### config.mk
export PLATFORM = sky130hd
export DESIGN_NAME = four_zone_swipe_detector
export DESIGN_NICKNAME = d
export VERILOG_FILES = /design/src/rtl/fzsd_pkg.sv /design/src/rtl/fzsd_cell.sv /design/src/rtl/fzsd_zone.sv /design/src/rtl/four_zone_swipe_detector.sv
export SDC_FILE = /design/constraint.sdc
export NUM_CORES = 1
export LEC_CHECK = 0
export BUFFER_PORTS_ARGS = -buffer_cell sky130_fd_sc_hd__buf_4
export CAP_MARGIN = 20
export CORE_MARGIN = 2
export CORE_UTILIZATION = 32
export CTS_CLUSTER_DIAMETER = 30
export CTS_CLUSTER_SIZE = 12
export DETAILED_ROUTE_END_ITERATION = 10
export PLACE_DENSITY = 0.58
export SYNTH_ARGS = -nofsm -noshare
export SYNTH_HDL_FRONTEND = slang
export SYNTH_SLANG_ARGS = --single-unit
export TNS_END_PERCENT = 30
### constraint.sdc
create_clock -name clk -period 13.9 [get_ports clk]
set_input_delay 0 -clock clk [delete_from_list [all_inputs] [get_ports clk]]
set_output_delay 0 -clock clk [all_outputs]
set_load 0.1 [all_outputs]
### src/rtl/fzsd_pkg.sv
// fzsd_pkg: shared widths, codes and types for the four zone swipe detector
// no dependencies; used by fzsd_cell, fzsd_zone and four_zone_swipe_detector

package fzsd_pkg;

  localparam int NZONES   = 4;
  localparam int SAMPLE_W = 12;
  localparam int THR_W    = 12;
  localparam int LIMIT_W  = 16;
  localparam int CNT_W    = LIMIT_W + 1;
  localparam int CFG_W    = 16;
  localparam int ADDR_W   = 1;
  localparam int CODE_W   = 3;
  localparam int TREND_W  = 2;
  localparam int IN_W     = NZONES * SAMPLE_W;
  localparam int OUT_W    = 16;

  // value every window entry takes after an accepted swipe
  localparam logic [SAMPLE_W-1:0] REFILL_VALUE = SAMPLE_W'(135);

  // configuration register indexes
  localparam logic [ADDR_W-1:0] CFG_CHANGE_THRESHOLD = 1'b0;
  localparam logic [ADDR_W-1:0] CFG_HOLDOFF_LIMIT    = 1'b1;

  // zone trend codes, two bit signed
  localparam logic [TREND_W-1:0] TREND_STILL = 2'b00;
  localparam logic [TREND_W-1:0] TREND_UP    = 2'b01;
  localparam logic [TREND_W-1:0] TREND_DOWN  = 2'b11;

  typedef logic [SAMPLE_W-1:0] sample_t;
  typedef sample_t [NZONES-1:0] zone_vec_t;
  typedef logic [TREND_W-1:0] trend_t;

  typedef enum logic [CODE_W-1:0] {
    SWIPE_NONE   = 3'd0,
    SWIPE_POS_X  = 3'd1,
    SWIPE_NEG_X  = 3'd2,
    SWIPE_POS_Y  = 3'd3,
    SWIPE_NEG_Y  = 3'd4
  } swipe_t;

  // control from the hold-off logic to the window cells and zone sums
  typedef struct packed {
    logic shift;
    logic refill;
  } win_ctl_t;

endpackage

### src/rtl/fzsd_cell.sv
// fzsd_cell: one slot of the sample window, holding a sample of each zone
// depends on fzsd_pkg

module fzsd_cell (
  input  logic                clk,
  input  logic                rst_n,
  input  fzsd_pkg::win_ctl_t  ctl,
  input  fzsd_pkg::zone_vec_t d_in,
  output fzsd_pkg::zone_vec_t q
);

  fzsd_pkg::zone_vec_t q_r;
  fzsd_pkg::zone_vec_t q_nxt;

  // refill overrides the shift of the same word
  always_comb begin
    q_nxt = q_r;
    if (ctl.refill) begin
      for (int z = 0; z < fzsd_pkg::NZONES; z++) q_nxt[z] = fzsd_pkg::REFILL_VALUE;
    end else if (ctl.shift) begin
      q_nxt = d_in;
    end
  end

  always_ff @(posedge clk) begin
    if (!rst_n) begin
      q_r <= '0;
    end else begin
      q_r <= q_nxt;
    end
  end

  assign q = q_r;

endmodule

### src/rtl/fzsd_zone.sv
// fzsd_zone: running window sum of one zone and its rise/fall test
// depends on fzsd_pkg

module fzsd_zone #(
  parameter int WINDOW = 8
) (
  input  logic                        clk,
  input  logic                        rst_n,
  input  fzsd_pkg::win_ctl_t          ctl,
  input  fzsd_pkg::sample_t           sample,
  input  fzsd_pkg::sample_t           oldest,
  input  logic [fzsd_pkg::THR_W-1:0]  thr,
  output fzsd_pkg::trend_t            trend
);

  localparam int SUM_W = fzsd_pkg::SAMPLE_W + $clog2(WINDOW);
  localparam int CMP_W = SUM_W + 1;
  localparam logic [SUM_W-1:0] REFILL_SUM = SUM_W'(135 * WINDOW);

  logic [SUM_W-1:0] sum_r;
  logic [SUM_W-1:0] sum_nxt;
  logic [SUM_W-1:0] sum_new;
  logic [CMP_W-1:0] scaled;
  logic [CMP_W-1:0] margin;

  // sum after this word replaces the oldest one
  assign sum_new = sum_r - SUM_W'(oldest) + SUM_W'(sample);

  always_comb begin
    sum_nxt = sum_r;
    if (ctl.refill) begin
      sum_nxt = REFILL_SUM;
    end else if (ctl.shift) begin
      sum_nxt = sum_new;
    end
  end

  always_ff @(posedge clk) begin
    if (!rst_n) begin
      sum_r <= '0;
    end else begin
      sum_r <= sum_nxt;
    end
  end

  // mean test scaled by the window length
  assign scaled = CMP_W'(sample) * CMP_W'(WINDOW);
  assign margin = CMP_W'(thr) * CMP_W'(WINDOW);

  always_comb begin
    if (scaled > CMP_W'(sum_new) + margin) begin
      trend = fzsd_pkg::TREND_UP;
    end else if (scaled + margin < CMP_W'(sum_new)) begin
      trend = fzsd_pkg::TREND_DOWN;
    end else begin
      trend = fzsd_pkg::TREND_STILL;
    end
  end

endmodule

### src/rtl/four_zone_swipe_detector.sv
// four_zone_swipe_detector: top level, window cell chain, zone sums, hold-off
// depends on fzsd_pkg, fzsd_cell and fzsd_zone

// Takes one word of four zone samples per clock and returns one result word per
// input word, in the next cycle from an output register; a new word is taken
// every cycle while the result side accepts. The window is a chain of WINDOW
// cells that shift on every accepted word, the oldest leaving at the far end,
// and each zone keeps a running sum (one add, one subtract per word) for the
// two-way mean test; that path sets the clock. An accepted swipe reloads every
// cell and sum in the same cycle, so no refill stall exists. The user must write
// configuration via cfg_we/cfg_addr/cfg_wdata while idle; nothing enforces it.

module four_zone_swipe_detector #(
  parameter int WINDOW = 8
) (
  input  logic                            clk,
  input  logic                            rst_n,
  // configuration write port
  input  logic                            cfg_we,
  input  logic [fzsd_pkg::ADDR_W-1:0]     cfg_addr,
  input  logic [fzsd_pkg::CFG_W-1:0]      cfg_wdata,
  // input stream
  input  logic                            in_tvalid,
  output logic                            in_tready,
  // sample_0, sample_1, sample_2, sample_3 (12 bits each)
  input  logic [fzsd_pkg::IN_W-1:0]       in_tdata,
  // result stream
  output logic                            out_tvalid,
  input  logic                            out_tready,
  // swipe_code (3), holdoff_active (1), trend_0..trend_3 (2 each), zero pad (4)
  output logic [fzsd_pkg::OUT_W-1:0]      out_tdata
);

  localparam int SW = fzsd_pkg::SAMPLE_W;
  localparam int CW = fzsd_pkg::CNT_W;

  logic [fzsd_pkg::THR_W-1:0]   thr_r;
  logic [fzsd_pkg::LIMIT_W-1:0] limit_r;
  logic                         sup_r, sup_nxt;
  logic [CW-1:0]                cnt_r, cnt_nxt;
  logic                         out_valid_r, out_valid_nxt;
  logic [fzsd_pkg::OUT_W-1:0]   out_data_r;

  logic                  accept;
  fzsd_pkg::zone_vec_t   samples;
  fzsd_pkg::zone_vec_t   win_q [WINDOW];
  fzsd_pkg::trend_t      trend [fzsd_pkg::NZONES];
  fzsd_pkg::win_ctl_t    ctl;
  fzsd_pkg::swipe_t      dec, code;
  logic [CW-1:0]         cnt_inc, cnt_a;
  logic                  expire, sup_a, take;

  function automatic fzsd_pkg::swipe_t decode_swipe(
    input fzsd_pkg::trend_t t0, input fzsd_pkg::trend_t t1,
    input fzsd_pkg::trend_t t2, input fzsd_pkg::trend_t t3);
    logic u0, u1, u2, u3, d0, d1, d2, d3;
    fzsd_pkg::swipe_t s;
    u0 = (t0 == fzsd_pkg::TREND_UP);
    u1 = (t1 == fzsd_pkg::TREND_UP);
    u2 = (t2 == fzsd_pkg::TREND_UP);
    u3 = (t3 == fzsd_pkg::TREND_UP);
    d0 = (t0 == fzsd_pkg::TREND_DOWN);
    d1 = (t1 == fzsd_pkg::TREND_DOWN);
    d2 = (t2 == fzsd_pkg::TREND_DOWN);
    d3 = (t3 == fzsd_pkg::TREND_DOWN);
    if (u0 && u1 && d2 && d3)      s = fzsd_pkg::SWIPE_POS_X;
    else if (d0 && d1 && u2 && u3) s = fzsd_pkg::SWIPE_NEG_X;
    else if (u0 && u3 && d1 && d2) s = fzsd_pkg::SWIPE_POS_Y;
    else if (d0 && d3 && u1 && u2) s = fzsd_pkg::SWIPE_NEG_Y;
    else                           s = fzsd_pkg::SWIPE_NONE;
    return s;
  endfunction

  // handshake: output register frees up when taken
  assign in_tready = !out_valid_r || out_tready;
  assign accept    = in_tvalid && in_tready;

  always_comb begin
    for (int z = 0; z < fzsd_pkg::NZONES; z++) samples[z] = in_tdata[z*SW +: SW];
  end

  // window cell chain
  for (genvar i = 0; i < WINDOW; i++) begin : g_cell
    if (i == 0) begin : g_head
      fzsd_cell u_cell (.clk(clk), .rst_n(rst_n), .ctl(ctl), .d_in(samples), .q(win_q[i]));
    end else begin : g_body
      fzsd_cell u_cell (.clk(clk), .rst_n(rst_n), .ctl(ctl), .d_in(win_q[i-1]),
                        .q(win_q[i]));
    end
  end

  // running sums and trend tests
  for (genvar z = 0; z < fzsd_pkg::NZONES; z++) begin : g_zone
    fzsd_zone #(.WINDOW(WINDOW)) u_zone (
      .clk   (clk),
      .rst_n (rst_n),
      .ctl   (ctl),
      .sample(samples[z]),
      .oldest(win_q[WINDOW-1][z]),
      .thr   (thr_r),
      .trend (trend[z])
    );
  end

  // hold-off sequencing and swipe acceptance
  always_comb begin
    dec     = decode_swipe(trend[0], trend[1], trend[2], trend[3]);
    code    = sup_r ? fzsd_pkg::SWIPE_NONE : dec;
    cnt_inc = sup_r ? cnt_r + CW'(1) : cnt_r;
    expire  = cnt_inc > CW'(limit_r);
    cnt_a   = expire ? '0 : cnt_inc;
    sup_a   = expire ? 1'b0 : sup_r;
    take    = (code != fzsd_pkg::SWIPE_NONE) && (cnt_a == '0);
    if (!take) code = fzsd_pkg::SWIPE_NONE;
    ctl.shift  = accept;
    ctl.refill = accept && take;
    sup_nxt = sup_r;
    cnt_nxt = cnt_r;
    if (accept) begin
      sup_nxt = take ? 1'b1 : sup_a;
      cnt_nxt = cnt_a;
    end
    out_valid_nxt = accept ? 1'b1 : (out_valid_r && !out_tready);
  end

  always_ff @(posedge clk) begin
    if (!rst_n) begin
      sup_r       <= 1'b0;
      cnt_r       <= '0;
      out_valid_r <= 1'b0;
    end else begin
      sup_r       <= sup_nxt;
      cnt_r       <= cnt_nxt;
      out_valid_r <= out_valid_nxt;
    end
  end

  // result word register
  always_ff @(posedge clk) begin
    if (accept) begin
      out_data_r <= {4'b0000, trend[3], trend[2], trend[1], trend[0], sup_nxt, code};
    end
  end

  // configuration registers
  always_ff @(posedge clk) begin
    if (!rst_n) begin
      thr_r   <= fzsd_pkg::THR_W'(10);
      limit_r <= fzsd_pkg::LIMIT_W'(200);
    end else if (cfg_we) begin
      case (cfg_addr)
        fzsd_pkg::CFG_CHANGE_THRESHOLD: thr_r   <= cfg_wdata[fzsd_pkg::THR_W-1:0];
        fzsd_pkg::CFG_HOLDOFF_LIMIT:    limit_r <= cfg_wdata[fzsd_pkg::LIMIT_W-1:0];
        default: ;
      endcase
    end
  end

  assign out_tvalid = out_valid_r;
  assign out_tdata  = out_data_r;

  // hold-off counter only runs while suppressed
  a_cnt_idle: assert property (@(posedge clk) disable iff (!rst_n)
    !sup_r |-> cnt_r == '0) else $error("hold-off count nonzero while armed");

  // stored count never reaches the top bit
  a_cnt_bound: assert property (@(posedge clk) disable iff (!rst_n)
    cnt_r[CW-1] == 1'b0) else $error("hold-off count out of range");

  // an accepted swipe starts suppression
  a_swipe_sup: assert property (@(posedge clk) disable iff (!rst_n)
    ctl.refill |=> sup_r) else $error("swipe did not start hold-off");

  // a reported swipe always carries the hold-off flag
  a_out_flag: assert property (@(posedge clk) disable iff (!rst_n)
    out_valid_r && (out_data_r[2:0] != fzsd_pkg::SWIPE_NONE) |-> out_data_r[3])
    else $error("swipe reported without hold-off");

endmodule
==> impl_results.md, run 1 <==
- Cells on worst reg2reg path: 30
- Antenna diodes: 0
- Number of distinct library cells after synthesis: 77
- Final hold violations: 0
- Worst setup startpoint: g_zone[0].u_zone.sum_r[1]$_SDFFE_PP0P_
- Seq pwr share: 21.3%
- # fillers: 8876
- Initial antenna violation count: 0
- CTS tree: built
- Crit-path most repeated cell: a21oi_1
- Switching Share: 40.6%
- Final Cell Area: 0.0343 mm²
- Reg2reg setup slack: 5.45 ns
- Max clock buf depth: 3
- Slowest CP cell: buf_4
- Setup TNS: 0 ns
- Num rows: 109
- P per Cell Area: 253 mW/mm²
- Hold path cells: 5
- P_leak: 14.4 nW
- Worst EP required: 14.39 ns
- Final worst slack: 5.45 ns
- Int Pwr: 5.15 mW
- Gate power share: 50.0%
- Core area: 0.0884 mm²
- Clk slew on worst S/H paths: 0.05 ns
- Final nets: 3917
- Post-CTS Resized: 0
- Htree depth: 3
- Endpoint class of the critical path: register
- Peak VDD IR: 0.000108 V
- Total wire length: 69800 µm
- Max Slew Vio Count: 0
- CTS Root Cell: clkbuf_16
- Fraction of layout cells with a size suffix above 1: 11.7%
- Met1 Wirelength: 34400 µm
- Clock latency at the later pin of the worst-skew pair: 0.65 ns
- NetSw: 3.52 mW
- Placed Area: 0.0299 mm²
- Dpl ws: 5.49 ns
- FF/Latch Area: 0.0102 mm²
- Vias in the first global route: 21700
- Sequential share of the synthesized area: 35.7%
- Non-filler cells, final: 4766
- Die width: 303 µm
- Layout Utilization: 38.8%
- Min Tclk post-route: 8.45 ns
- Die area: 0.0916 mm²
- Max Cap Viol: 0
- Main flop type after synthesis: dfxtp_1
- Area growth from synthesis to layout: 20.2%
- Worst R2R End: g_cell[7].g_body.u_cell.q[35]$_SDFFE_PP0P_
- Via/cell ratio: 4.85
- HPWL after DPL: 47700 µm
- Clock share of power: 28.6%
- Average wire per standard cell: 14.7 µm
- CTS buffer count: 99
- Area share of the largest cell type after synthesis: 34.5%
- Pre-antenna DRT Iters: 5
- Gpl congestion: 0.865
- RSZ-0062 raised after global routing: false
- DR WL met2: 30400 µm
- Input/output buffers: 83
- Number of synthesized register bits: 503
- Met3 WL: 2670 µm
- Worst Setup Path Type: register to register
- Total power: 8.68 mW
- Initial core utilization: 32.3%
- Routed vias: 23100
- Number of top-level pins: 88
- Top cells by area, synth: dfxtp_1, ha_1, nand2_1
- Tot GR Track Use: 15.2%
- First-pass GRT wire length: 114000 µm
- Area occupied by multi-input gates: 0.0163 mm²
- Detail Route Antenna Nets: 0
- Grt ovf: 0
- Gate Count Post-Synth: 3391
- Hold Crit Start: out_tready
- EDFF count, synth: 12
- Top layer in use: met4
- Crit path max-delay family: compound AO/OA/AOI/OAI gates
- Iter 0 DRT Violations: 1635
- Crit-path max FO: 73
- FFs w/ async S/R, synth: 0%
- Worst path bufs/invs: 5
- R2R Path Start: g_zone[0].u_zone.sum_r[1]$_SDFFE_PP0P_
- Fmax: 118 MHz
- Post-Route Skew: 0.0321 ns
- YS warnings: 0
- Status: finished clean
- DP Cell Count: 4496
- Post-Syn Area: 0.0285 mm²
- Clk sink count: 503
- Die height: 303 µm
- Crit-path max cell delay: 0.73 ns
- Hold Slack: 0.147 ns
- Most frequent cells in the layout: nand2_1, dfxtp_1, a21oi_1
- Postcts setup bufs: 0
- Startpoint types: register
- Hold crit path type: input port to register
- DRC: 0
- Tcrit/Tclk final: 60.8%
- Least-Margin Pin Slew: 1.02 ns
- Top cell type by total area after synthesis: dfxtp_1
- Final setup vio count: 0
- Critical Path AT: 8.94 ns
- Commonest non-fill, non-tap cell in the layout: nand2_1
- Largest net degree at the start of global routing: 126
- Mean area per synthesized cell: 8.41 µm²
- Relative slew slack: 31.9%
- Hold endpoint: g_zone[2].u_zone.sum_r[1]$_SDFFE_PP0P_
## final cells by class
cell class,count,area share [%]
clock buffer,118,7.70
multi-input combinational,2418,47.5
sequential,503,29.7
clock inverter,66,2.65
tap,1165,4.25
timing repair buffer,194,4.88
inverter,302,3.33
## Yosys cell counts (6+ instances only)
cell,instances
buf_2,12
and3_1,19
nand3_1,38
nand4_1,20
a21o_1,52
nor4_1,6
and2_1,16
o21bai_1,15
nor2b_1,26
o21a_1,36
dfxtp_1,491
o221a_2,116
a21oi_1,435
buf_6,23
o211ai_1,13
inv_1,302
o41ai_1,6
a31oi_1,9
fa_1,56
edfxtp_1,12
xor2_1,51
nor3_1,30
xnor2_1,87
and4_1,11
nor2_1,102
buf_4,16
or3_1,10
ha_1,273
a211oi_1,26
a221oi_1,6
nand2_1,705
a21boi_0,29
o21ai_0,116
a211o_1,19
clkbuf_1,112
nand2b_1,16
## worst register-to-register path: cells and delay by family, from the launching register on
kind / cells / cell delay, ns
xor+xnor: 2 / 0.43
mux: 1 / 0.16
simple gates: 4 / 0.67
buf+inv: 5 / 1.71
fa+ha+maj: 4 / 1.52
compound gates: 14 / 3.50
flops: 1 / 0.33
## how the worst max path moves through the flow
stage                                                       to  cells after the start
floorplan            g_cell[0].g_head.u_cell.q[0]$_SDFFE_PN0P_                     30
global placement        g_zone[2].u_zone.sum_r[9]$_SDFFE_PP0P_                     30
detailed placement      g_zone[2].u_zone.sum_r[9]$_SDFFE_PP0P_                     30
CTS                 g_cell[7].g_body.u_cell.q[35]$_SDFFE_PP0P_                     30
global route            g_zone[2].u_zone.sum_r[9]$_SDFFE_PP0P_                     30
finish              g_cell[7].g_body.u_cell.q[35]$_SDFFE_PP0P_                     30
## cell families after synthesis
family                     Yosys count  share of synthesized area, %
other                                1                        0.0131
buffers and inverters              473                          7.25
adders and majority gates          329                          15.9
AOI/OAI and AO/OA                  922                          21.4
xor gates and xnor gates           138                          4.24
DFF                                503                          35.7
muxes                                2                        0.0921
and+or+nand+nor                   1023                          15.4
## power by group through the flow
| stage | logic, mW | clock network, mW | registers, mW |
|---|---|---|---|
| floorplan | 3.27 | 0 | 1.95 |
| global placement | 4.25 | 0 | 1.87 |
| detailed placement | 4.28 | 0 | 1.87 |
| CTS | 4.34 | 2.54 | 1.85 |
| global route | 4.95 | 2.61 | 1.88 |
| finish | 4.34 | 2.48 | 1.85 |
## flip-flops by register name (all words and copies together) (netlist names)
| register | count |
|---|---|
| thr_r | 12 |
| out_tvalid | 1 |
| g_zone.u_zone.sum_r | 60 |
| limit_r | 16 |
| g_cell.g_body.u_cell.q | 336 |
| cnt_r | 17 |
| out_tdata | 12 |
| sup_r | 1 |
| g_cell.g_head.u_cell.q | 48 |
## metal layers
metal  GRT usage (%)  vias to the layer above
li1                -                    11900
met5               0                        -
met1            21.2                    10700
met4            6.44                        0
met2            23.3                      399
met3            2.23                      126
## repair_timing
| item | CTS | global route |
|---|---|---|
| setup endpoints to repair | 0 | 0 |
| endpoints found under the hold margin | 165 | 0 |
| hold buffers | 86 | 0 |
Power figures use the tool's default switching activity.
==> run 2, diff against run 1 <==
Settings changed: ABC_AREA set to 1, PLACE_DENSITY 0.58 to 0.59.
Clock period 13.9 ns to 7.2 ns, I/O delays scaled along.
==> run 2 against run 1 <==
  * Power rose by 91%
  * Design area grew 2.2%
  * Final cell count increased by 8.5%
  * Clock skew rose by 0.0014 ns
  * Critical path type unchanged
  * Highest routed layer is now met5
==> impl_results.md, run 2 <==
- Status: finished clean (unchanged)
- Area growth from synthesis to layout: 18.6% (was 20.2%)
- Setup TNS: 0 ns (unchanged)
- Fmax: 155 MHz (was 118 MHz)
- Final setup vio count: 0 (unchanged)
- Pre-antenna DRT Iters: 5 (unchanged)
- Worst Setup Path Type: register to register (unchanged)
- Initial antenna violation count: 4 (was 0)
- Peak VDD IR: 0.000232 V (was 0.000108 V)
- Initial core utilization: 32.3% (about the same)
- RSZ-0062 raised after global routing: false (unchanged)
- CTS Root Cell: clkbuf_16 (unchanged)
- Vias in the first global route: 22800 (was 21700)
- Htree depth: 3 (unchanged)
- Number of distinct library cells after synthesis: 46 (was 77)
- Slowest CP cell: fa_1 (was buf_4)
- Relative slew slack: 32.7% (was 31.9%)
- Die width: 308 µm (was 303 µm)
- Average wire per standard cell: 13.7 µm (was 14.7 µm)
- Max clock buf depth: 3 (unchanged)
- Area share of the largest cell type after synthesis: 33.2% (was 34.5%)
- Die height: 308 µm (was 303 µm)
- Via/cell ratio: 4.62 (was 4.85)
- Crit-path max FO: 78 (was 73)
- Worst EP required: 7.71 ns (was 14.39 ns)
- Postcts setup bufs: 0 (unchanged)
- EDFF count, synth: 12 (unchanged)
- Seq pwr share: 20.8% (was 21.3%)
- Tot GR Track Use: 14.8% (was 15.2%)
- Top cells by area, synth: dfxtp_1, ha_1, mux2i_1 (was dfxtp_1, ha_1, nand2_1)
- Crit-path most repeated cell: nand2_1 (was a21oi_1)
- Most frequent cells in the layout: nand2_1, inv_1, dfxtp_1 (was nand2_1, dfxtp_1, a21oi_1)
- Max Slew Vio Count: 0 (unchanged)
- Number of synthesized register bits: 503 (unchanged)
- Post-synthesis compound-gate area fraction: 13.0% (was 21.4%)
- Detail Route Antenna Nets: 0 (unchanged)
- Commonest non-fill, non-tap cell in the layout: nand2_1 (unchanged)
- Post-Route Skew: 0.0335 ns (was 0.0321 ns)
- DP Cell Count: 4921 (was 4496)
- Main combinational cell family by area after synthesis: simple AND/OR/NAND/NOR gates (was compound AO/OA/AOI/OAI gates)
- Max Cap Viol: 0 (unchanged)
- Mux cell area share after synthesis: 7.85% (was 0.0921%)
- Synth cell count leaders: nand2_1, inv_1, dfxtp_1, nor2_1, a21oi_1 (was nand2_1, dfxtp_1, a21oi_1, inv_1, ha_1)
- Clk slew on worst S/H paths: 0.05 ns (about the same)
- DRC: 0 (unchanged)
- Number of top-level pins: 88 (unchanged)
- Final hold violations: 0 (unchanged)
- Gate Count Post-Synth: 3780 (was 3391)
- NetSw: 7.19 mW (was 3.52 mW)
- CTS buffer count: 95 (was 99)
- Fraction of layout cells with a size suffix above 1: 7.76% (was 11.7%)
- Adder-cell area share of the yosys netlist: 15.3% (was 15.9%)
- P_leak: 16.9 nW (was 14.4 nW)
- Simple-Gate Fraction of Synth Area: 15.8% (was 15.4%)
- Hold crit path type: input port to register (unchanged)
- Switching Share: 43.4% (was 40.6%)
- Max reg flops: 336 (unchanged)
- XOR/XNOR share of the synthesized area: 3.58% (was 4.24%)
- Iter 0 DRT Violations: 1313 (was 1635)
- Mean area per synthesized cell: 7.83 µm² (was 8.41 µm²)
- Critical Path AT: 6.97 ns (was 8.94 ns)
- Clock latency at the later pin of the worst-skew pair: 0.65 ns (about the same)
- Num rows: 111 (was 109)
- Routed vias: 23900 (was 23100)
- Total wire length: 71000 µm (was 69800 µm)
- Cell with the most instances after synthesis: nand2_1 (unchanged)
- Gate power share: 52.9% (was 50.0%)
- Top cell type by total area after synthesis: dfxtp_1 (unchanged)
- FFs w/ async S/R, synth: 0% (unchanged)
- Non-filler cells, final: 5172 (was 4766)
- Input/output buffers: 83 (unchanged)
- Startpoint types: register (unchanged)
- Core area: 0.0917 mm² (was 0.0884 mm²)
- YS warnings: 0 (unchanged)
- Tcrit/Tclk final: 89.8% (was 60.8%)
- Clock share of power: 26.4% (was 28.6%)
- Post-Syn Area: 0.0296 mm² (was 0.0285 mm²)
- Final nets: 4303 (was 3917)
- Clk sink count: 503 (unchanged)
- Gpl congestion: 0.831 (was 0.865)
- Crit-path max cell delay: 0.47 ns (was 0.73 ns)
- Main flop type after synthesis: dfxtp_1 (unchanged)
- # fillers: 9374 (was 8876)
- Layout Utilization: 38.3% (was 38.8%)
- Least-Margin Pin Slew: 1.01 ns (was 1.02 ns)
- Min Tclk post-route: 6.46 ns (was 8.45 ns)
- Largest net degree at the start of global routing: 164 (was 126)
- First-pass GRT wire length: 115000 µm (was 114000 µm)
- Endpoint class of the critical path: register (unchanged)
- Grt ovf: 0 (unchanged)
- HPWL after DPL: 49600 µm (was 47700 µm)
- Sequential share of the synthesized area: 34.4% (was 35.7%)
- Int Pwr: 9.38 mW (was 5.15 mW)
- P per Cell Area: 472 mW/mm² (was 253 mW/mm²)
- CTS tree: built (unchanged)
- Total power: 16.6 mW (was 8.68 mW)
- Die area: 0.0949 mm² (was 0.0916 mm²)
run 2: cell count changes after synthesis, moves of 35 or more:
cell / before / now
a21oi_1: 435 / 355
o21ai_0: 116 / 283
nand3_1: 38 / 73
mux2i_1: 0 / 232
a21o_1: 52 / 6
o221a_2: 116 / 0
nor2_1: 102 / 459
xnor2_1: 87 / 40
nand2_1: 705 / 555
inv_1: 302 / 540
run 2: kinds of logic after synthesis:
kind of cell    count (synthesis)
fa+ha+maj                     329
buf+inv                       698
simple gates                 1171
mux                           232
compound gates                725
xor+xnor                      121
other cells                     1
flops                         503
run 2: path summary, 6_finish.rpt:
path                                          start                                      to  slack, ns  cells after the start
max reg2reg  g_zone[2].u_zone.sum_r[2]$_SDFFE_PP0P_  g_zone[2].u_zone.sum_r[6]$_SDFFE_PP0P_       0.74                     41
min                                          cfg_we                   thr_r[8]$_SDFFE_PN0P_       0.02                      5
max          g_zone[2].u_zone.sum_r[2]$_SDFFE_PP0P_  g_zone[2].u_zone.sum_r[6]$_SDFFE_PP0P_       0.74                     41
min reg2reg                limit_r[14]$_SDFFE_PN0P_                limit_r[14]$_SDFFE_PN0P_       0.46                      2
run 2: per-stage QoR:
step | cell area, µm² | setup slack, ns | hold WS (ns)
3_5_place_dp | 31100 | 0.704 | 0.242
3_3_place_gp | 31100 | 0.804 | 0.234
5_1_grt | 35100 | 0.0125 | 0.0876
6_report | 35100 | 0.736 | 0.0186
4_1_cts | 35000 | 0.702 | 0.000569
2_1_floorplan | 29600 | 1.73 | 0.126
run 2: final cells by class:
| type | instances | area, µm² | area share (%) |
|---|---|---|---|
| multi-input cells | 2582 | 16500 | 47.0 |
| flip-flops and latches | 503 | 10200 | 29.1 |
| clock buffers | 111 | 2540 | 7.23 |
| inverters | 542 | 2040 | 5.83 |
| repair buffers | 180 | 1640 | 4.68 |
| well taps | 1186 | 1480 | 4.23 |
| clock inverters | 66 | 677 | 1.93 |
| diodes | 2 | 5.00 | 0.0143 |
run 2: power by group through the flow:
stage | Clock, mW | Sequential (mW) | Combinational, mW
2_1_floorplan | 0 | 3.63 | 6.55
3_3_place_gp | 0 | 3.49 | 8.59
3_5_place_dp | 0 | 3.49 | 8.71
4_1_cts | 4.47 | 3.44 | 8.81
5_1_grt | 4.60 | 3.48 | 10.2
6_report | 4.37 | 3.44 | 8.77
run 2: timing repair:
| action | in CTS | in global routing |
|---|---|---|
| endpoints found under the setup margin | 0 | 31 |
| hold buffers | 71 | 0 |
| gates resized for setup | 0 | 1 |
| endpoints found under the hold margin | 105 | 0 |
run 2: worst max-delay path: cells and delay by family (launching register included):
kind	cells	cell delay [ns]
and+or+nand+nor	19	2.02
xor gates and xnor gates	2	0.33
AOI/OAI and AO/OA	10	1.50
buffers and inverters	6	0.64
DFF	1	0.30
adders and majority gates	4	1.44
run 2: routing by layer:
layer	vias to the layer above	share of wire (%)	global-route usage (%)
met5	-	0.034	0
met4	4	3.0	5.77
met3	120	4.1	2.20
met2	353	44	24.1
met1	10900	49	19.7
li1	12500	-	-
==> run 3, diff against run 2 <==
Settings changed: GPL_TIMING_DRIVEN set to 0.
==> run 3 against run 2 <==
  * The flow now finishes with violations (negative hold slack)
  * Register-to-register slack worse by 0.29 ns
  * Power is 6.5% higher
  * Sequential power is 2% higher
  * Worst setup slack worse by 0.29 ns
  * Design area is 3.5% higher
  * Clock power is 14% higher
  * Non-clock buffer count is 130 higher
  * Core utilization is 1.3 points higher
  * Via count is 6.6% higher
  * Die area stayed put
  * Largest cell class unchanged
  * Highest routed layer unchanged
==> impl_results.md, run 3 (synthesized netlist as in run 2, its figures left out) <==
- Slowest CP cell: fa_1 (unchanged)
- Gpl congestion: 0.883 (was 0.831)
- Total wire length: 91700 µm (was 71000 µm)
- Grt ovf: 0 (unchanged)
- Initial core utilization: 32.3% (unchanged)
- Core area: 0.0917 mm² (unchanged)
- Least-Margin Pin Slew: 1.21 ns (was 1.01 ns)
- Final hold violations: 1 (was 0)
- Die area: 0.0949 mm² (unchanged)
- Final nets: 4439 (was 4303)
- Input/output buffers: 82 (was 83)
- DRC: 0 (unchanged)
- Worst EP required: 7.70 ns (was 7.71 ns)
- Fmax: 148 MHz (was 155 MHz)
- Die height: 308 µm (unchanged)
- Num rows: 111 (unchanged)
- Tot GR Track Use: 19.1% (was 14.8%)
- Critical Path AT: 7.26 ns (was 6.97 ns)
- Clk sink count: 503 (unchanged)
- Routed vias: 25500 (was 23900)
- RSZ-0062 raised after global routing: false (unchanged)
- Min Tclk post-route: 6.75 ns (was 6.46 ns)
- HPWL after DPL: 70400 µm (was 49600 µm)
- Worst Setup Path Type: register to register (unchanged)
- Non-filler cells, final: 5314 (was 5172)
- Startpoint types: register (unchanged)
- Relative slew slack: 19.1% (was 32.7%)
- CTS tree: built (unchanged)
- Dpl ws: -0.383 ns (was 0.704 ns)
- # fillers: 9273 (was 9374)
- Hold Slack: -0.00509 ns (was 0.0186 ns)
- Iter 0 DRT Violations: 1776 (was 1313)
- Max Slew Vio Count: 0 (unchanged)
- Via/cell ratio: 4.79 (was 4.62)
- Max clock buf depth: 3 (unchanged)
- Endpoint class of the critical path: register (unchanged)
- CTS buffer count: 101 (was 95)
- First-pass GRT wire length: 139000 µm (was 115000 µm)
- Worst path bufs/invs: 5 (was 6)
- Detail Route Antenna Nets: 0 (unchanged)
- DP Cell Count: 5057 (was 4921)
- Peak VDD IR: 0.000273 V (was 0.000232 V)
- Commonest non-fill, non-tap cell in the layout: nand2_1 (unchanged)
- Failing checks: negative hold slack
- Average wire per standard cell: 17.3 µm (was 13.7 µm)
- Clk slew on worst S/H paths: 0.05 ns (about the same)
- CTS Root Cell: clkbuf_16 (unchanged)
- Most frequent cells in the layout: nand2_1, inv_1, dfxtp_1 (unchanged)
- Htree depth: 3 (unchanged)
- Pre-antenna DRT Iters: 5 (unchanged)
- P_leak: 17.4 nW (was 16.9 nW)
- Max Cap Viol: 0 (unchanged)
- Crit-path max FO: 10 (was 78)
- Largest net degree at the start of global routing: 22 (was 164)
- Total power: 17.6 mW (was 16.6 mW)
- Initial antenna violation count: 12 (was 4)
- Max reg flops: 336 (unchanged)
- P per Cell Area: 486 mW/mm² (was 472 mW/mm²)
- Final setup vio count: 0 (unchanged)
- Post-Route Skew: 0.0547 ns (was 0.0335 ns)
- Die width: 308 µm (unchanged)
- Clock latency at the later pin of the worst-skew pair: 0.68 ns (was 0.65 ns)
- Hold crit path type: input port to register (unchanged)
- Crit-path most repeated cell: nand2_1 (unchanged)
- Vias in the first global route: 24000 (was 22800)
- Tcrit/Tclk final: 93.8% (was 89.8%)
- Final worst slack: 0.445 ns (was 0.736 ns)
- Status: finished with violations (was finished clean)
- Fraction of layout cells with a size suffix above 1: 8.77% (was 7.76%)
- Number of top-level pins: 88 (unchanged)
- Crit path max-delay family: simple AND/OR/NAND/NOR gates (unchanged)
- Crit-path max cell delay: 0.53 ns (was 0.47 ns)
- Setup TNS: 0 ns (unchanged)
- Area growth from synthesis to layout: 22.7% (was 18.6%)
==> run 3: report_power, final <==
part | switching (mW) | internal (mW) | total, mW
clock | 1.69 | 3.30 | 4.99
combinational | 5.73 | 3.43 | 9.15
sequential | 0.258 | 3.24 | 3.50
==> run 3: cell type report <==
type | count | area (µm²) | share of cell area [%]
multi-input combinational | 2582 | 16600 | 45.6
buffer | 156 | 911 | 2.51
clock buffer | 122 | 2750 | 7.57
tap | 1186 | 1480 | 4.09
clock inverter | 67 | 963 | 2.65
timing repair buffer | 154 | 1400 | 3.86
sequential | 503 | 10200 | 28.1
inverter | 542 | 2030 | 5.60
antenna | 2 | 5.00 | 0.0138
==> run 3: final timing paths <==
path / start / endpoint / slack (ns) / depth (start not counted)
max: g_cell[7].g_body.u_cell.q[25]$_SDFFE_PN0P_ / g_zone[0].u_zone.sum_r[3]$_SDFFE_PN0P_ / 0.45 / 37
min: in_tdata[25] / g_cell[0].g_head.u_cell.q[25]$_SDFFE_PN0P_ / -0.005 / 5
max reg2reg: g_cell[7].g_body.u_cell.q[25]$_SDFFE_PN0P_ / g_zone[0].u_zone.sum_r[3]$_SDFFE_PN0P_ / 0.45 / 37
min reg2reg: limit_r[13]$_SDFFE_PN0P_ / limit_r[13]$_SDFFE_PN0P_ / 0.46 / 2
==> run 3: worst reg2reg max path: cells and delay by family (launching register included) <==
family                   cells  cell delay [ns]
XOR/XNOR                     2             0.38
buffers and inverters        5             0.63
flip-flops                   1             0.40
adder cells (fa/ha/maj)      4             1.63
AO/OA/AOI/OAI                9             1.33
AND/OR/NAND/NOR             17             2.23
==> run 3: stage by stage <==
step / cell area (µm²) / utilization (%)
5_1_grt: 36300 / 39.6
6_report: 36300 / 39.6
3_5_place_dp: 31800 / 34.7
4_1_cts: 36200 / 39.5
2_1_floorplan: 29600 / -
3_3_place_gp: 31700 / 34.6
==> run 3: metal layers <==
layer	routed length (µm)	share of wire [%]	vias to the layer above	track usage, %
met1	41900	46	11800	25.6
met5	58	0.063	-	0
met3	5660	6.2	153	3.24
li1	-	-	12800	-
met2	40900	45	653	30.9
met4	3160	3.5	10	7.12
==> run 3: repair_timing <==
| action | CTS | global route |
|---|---|---|
| hold buffers | 64 | 0 |
| buffers inserted | 0 | 1 |
| cloned | 0 | 0 |
| gates resized for setup | 5 | 16 |
| endpoints found under the setup margin | 440 | 446 |
| pin swaps | 0 | 2 |
| hold endpoints to repair | 77 | 0 |
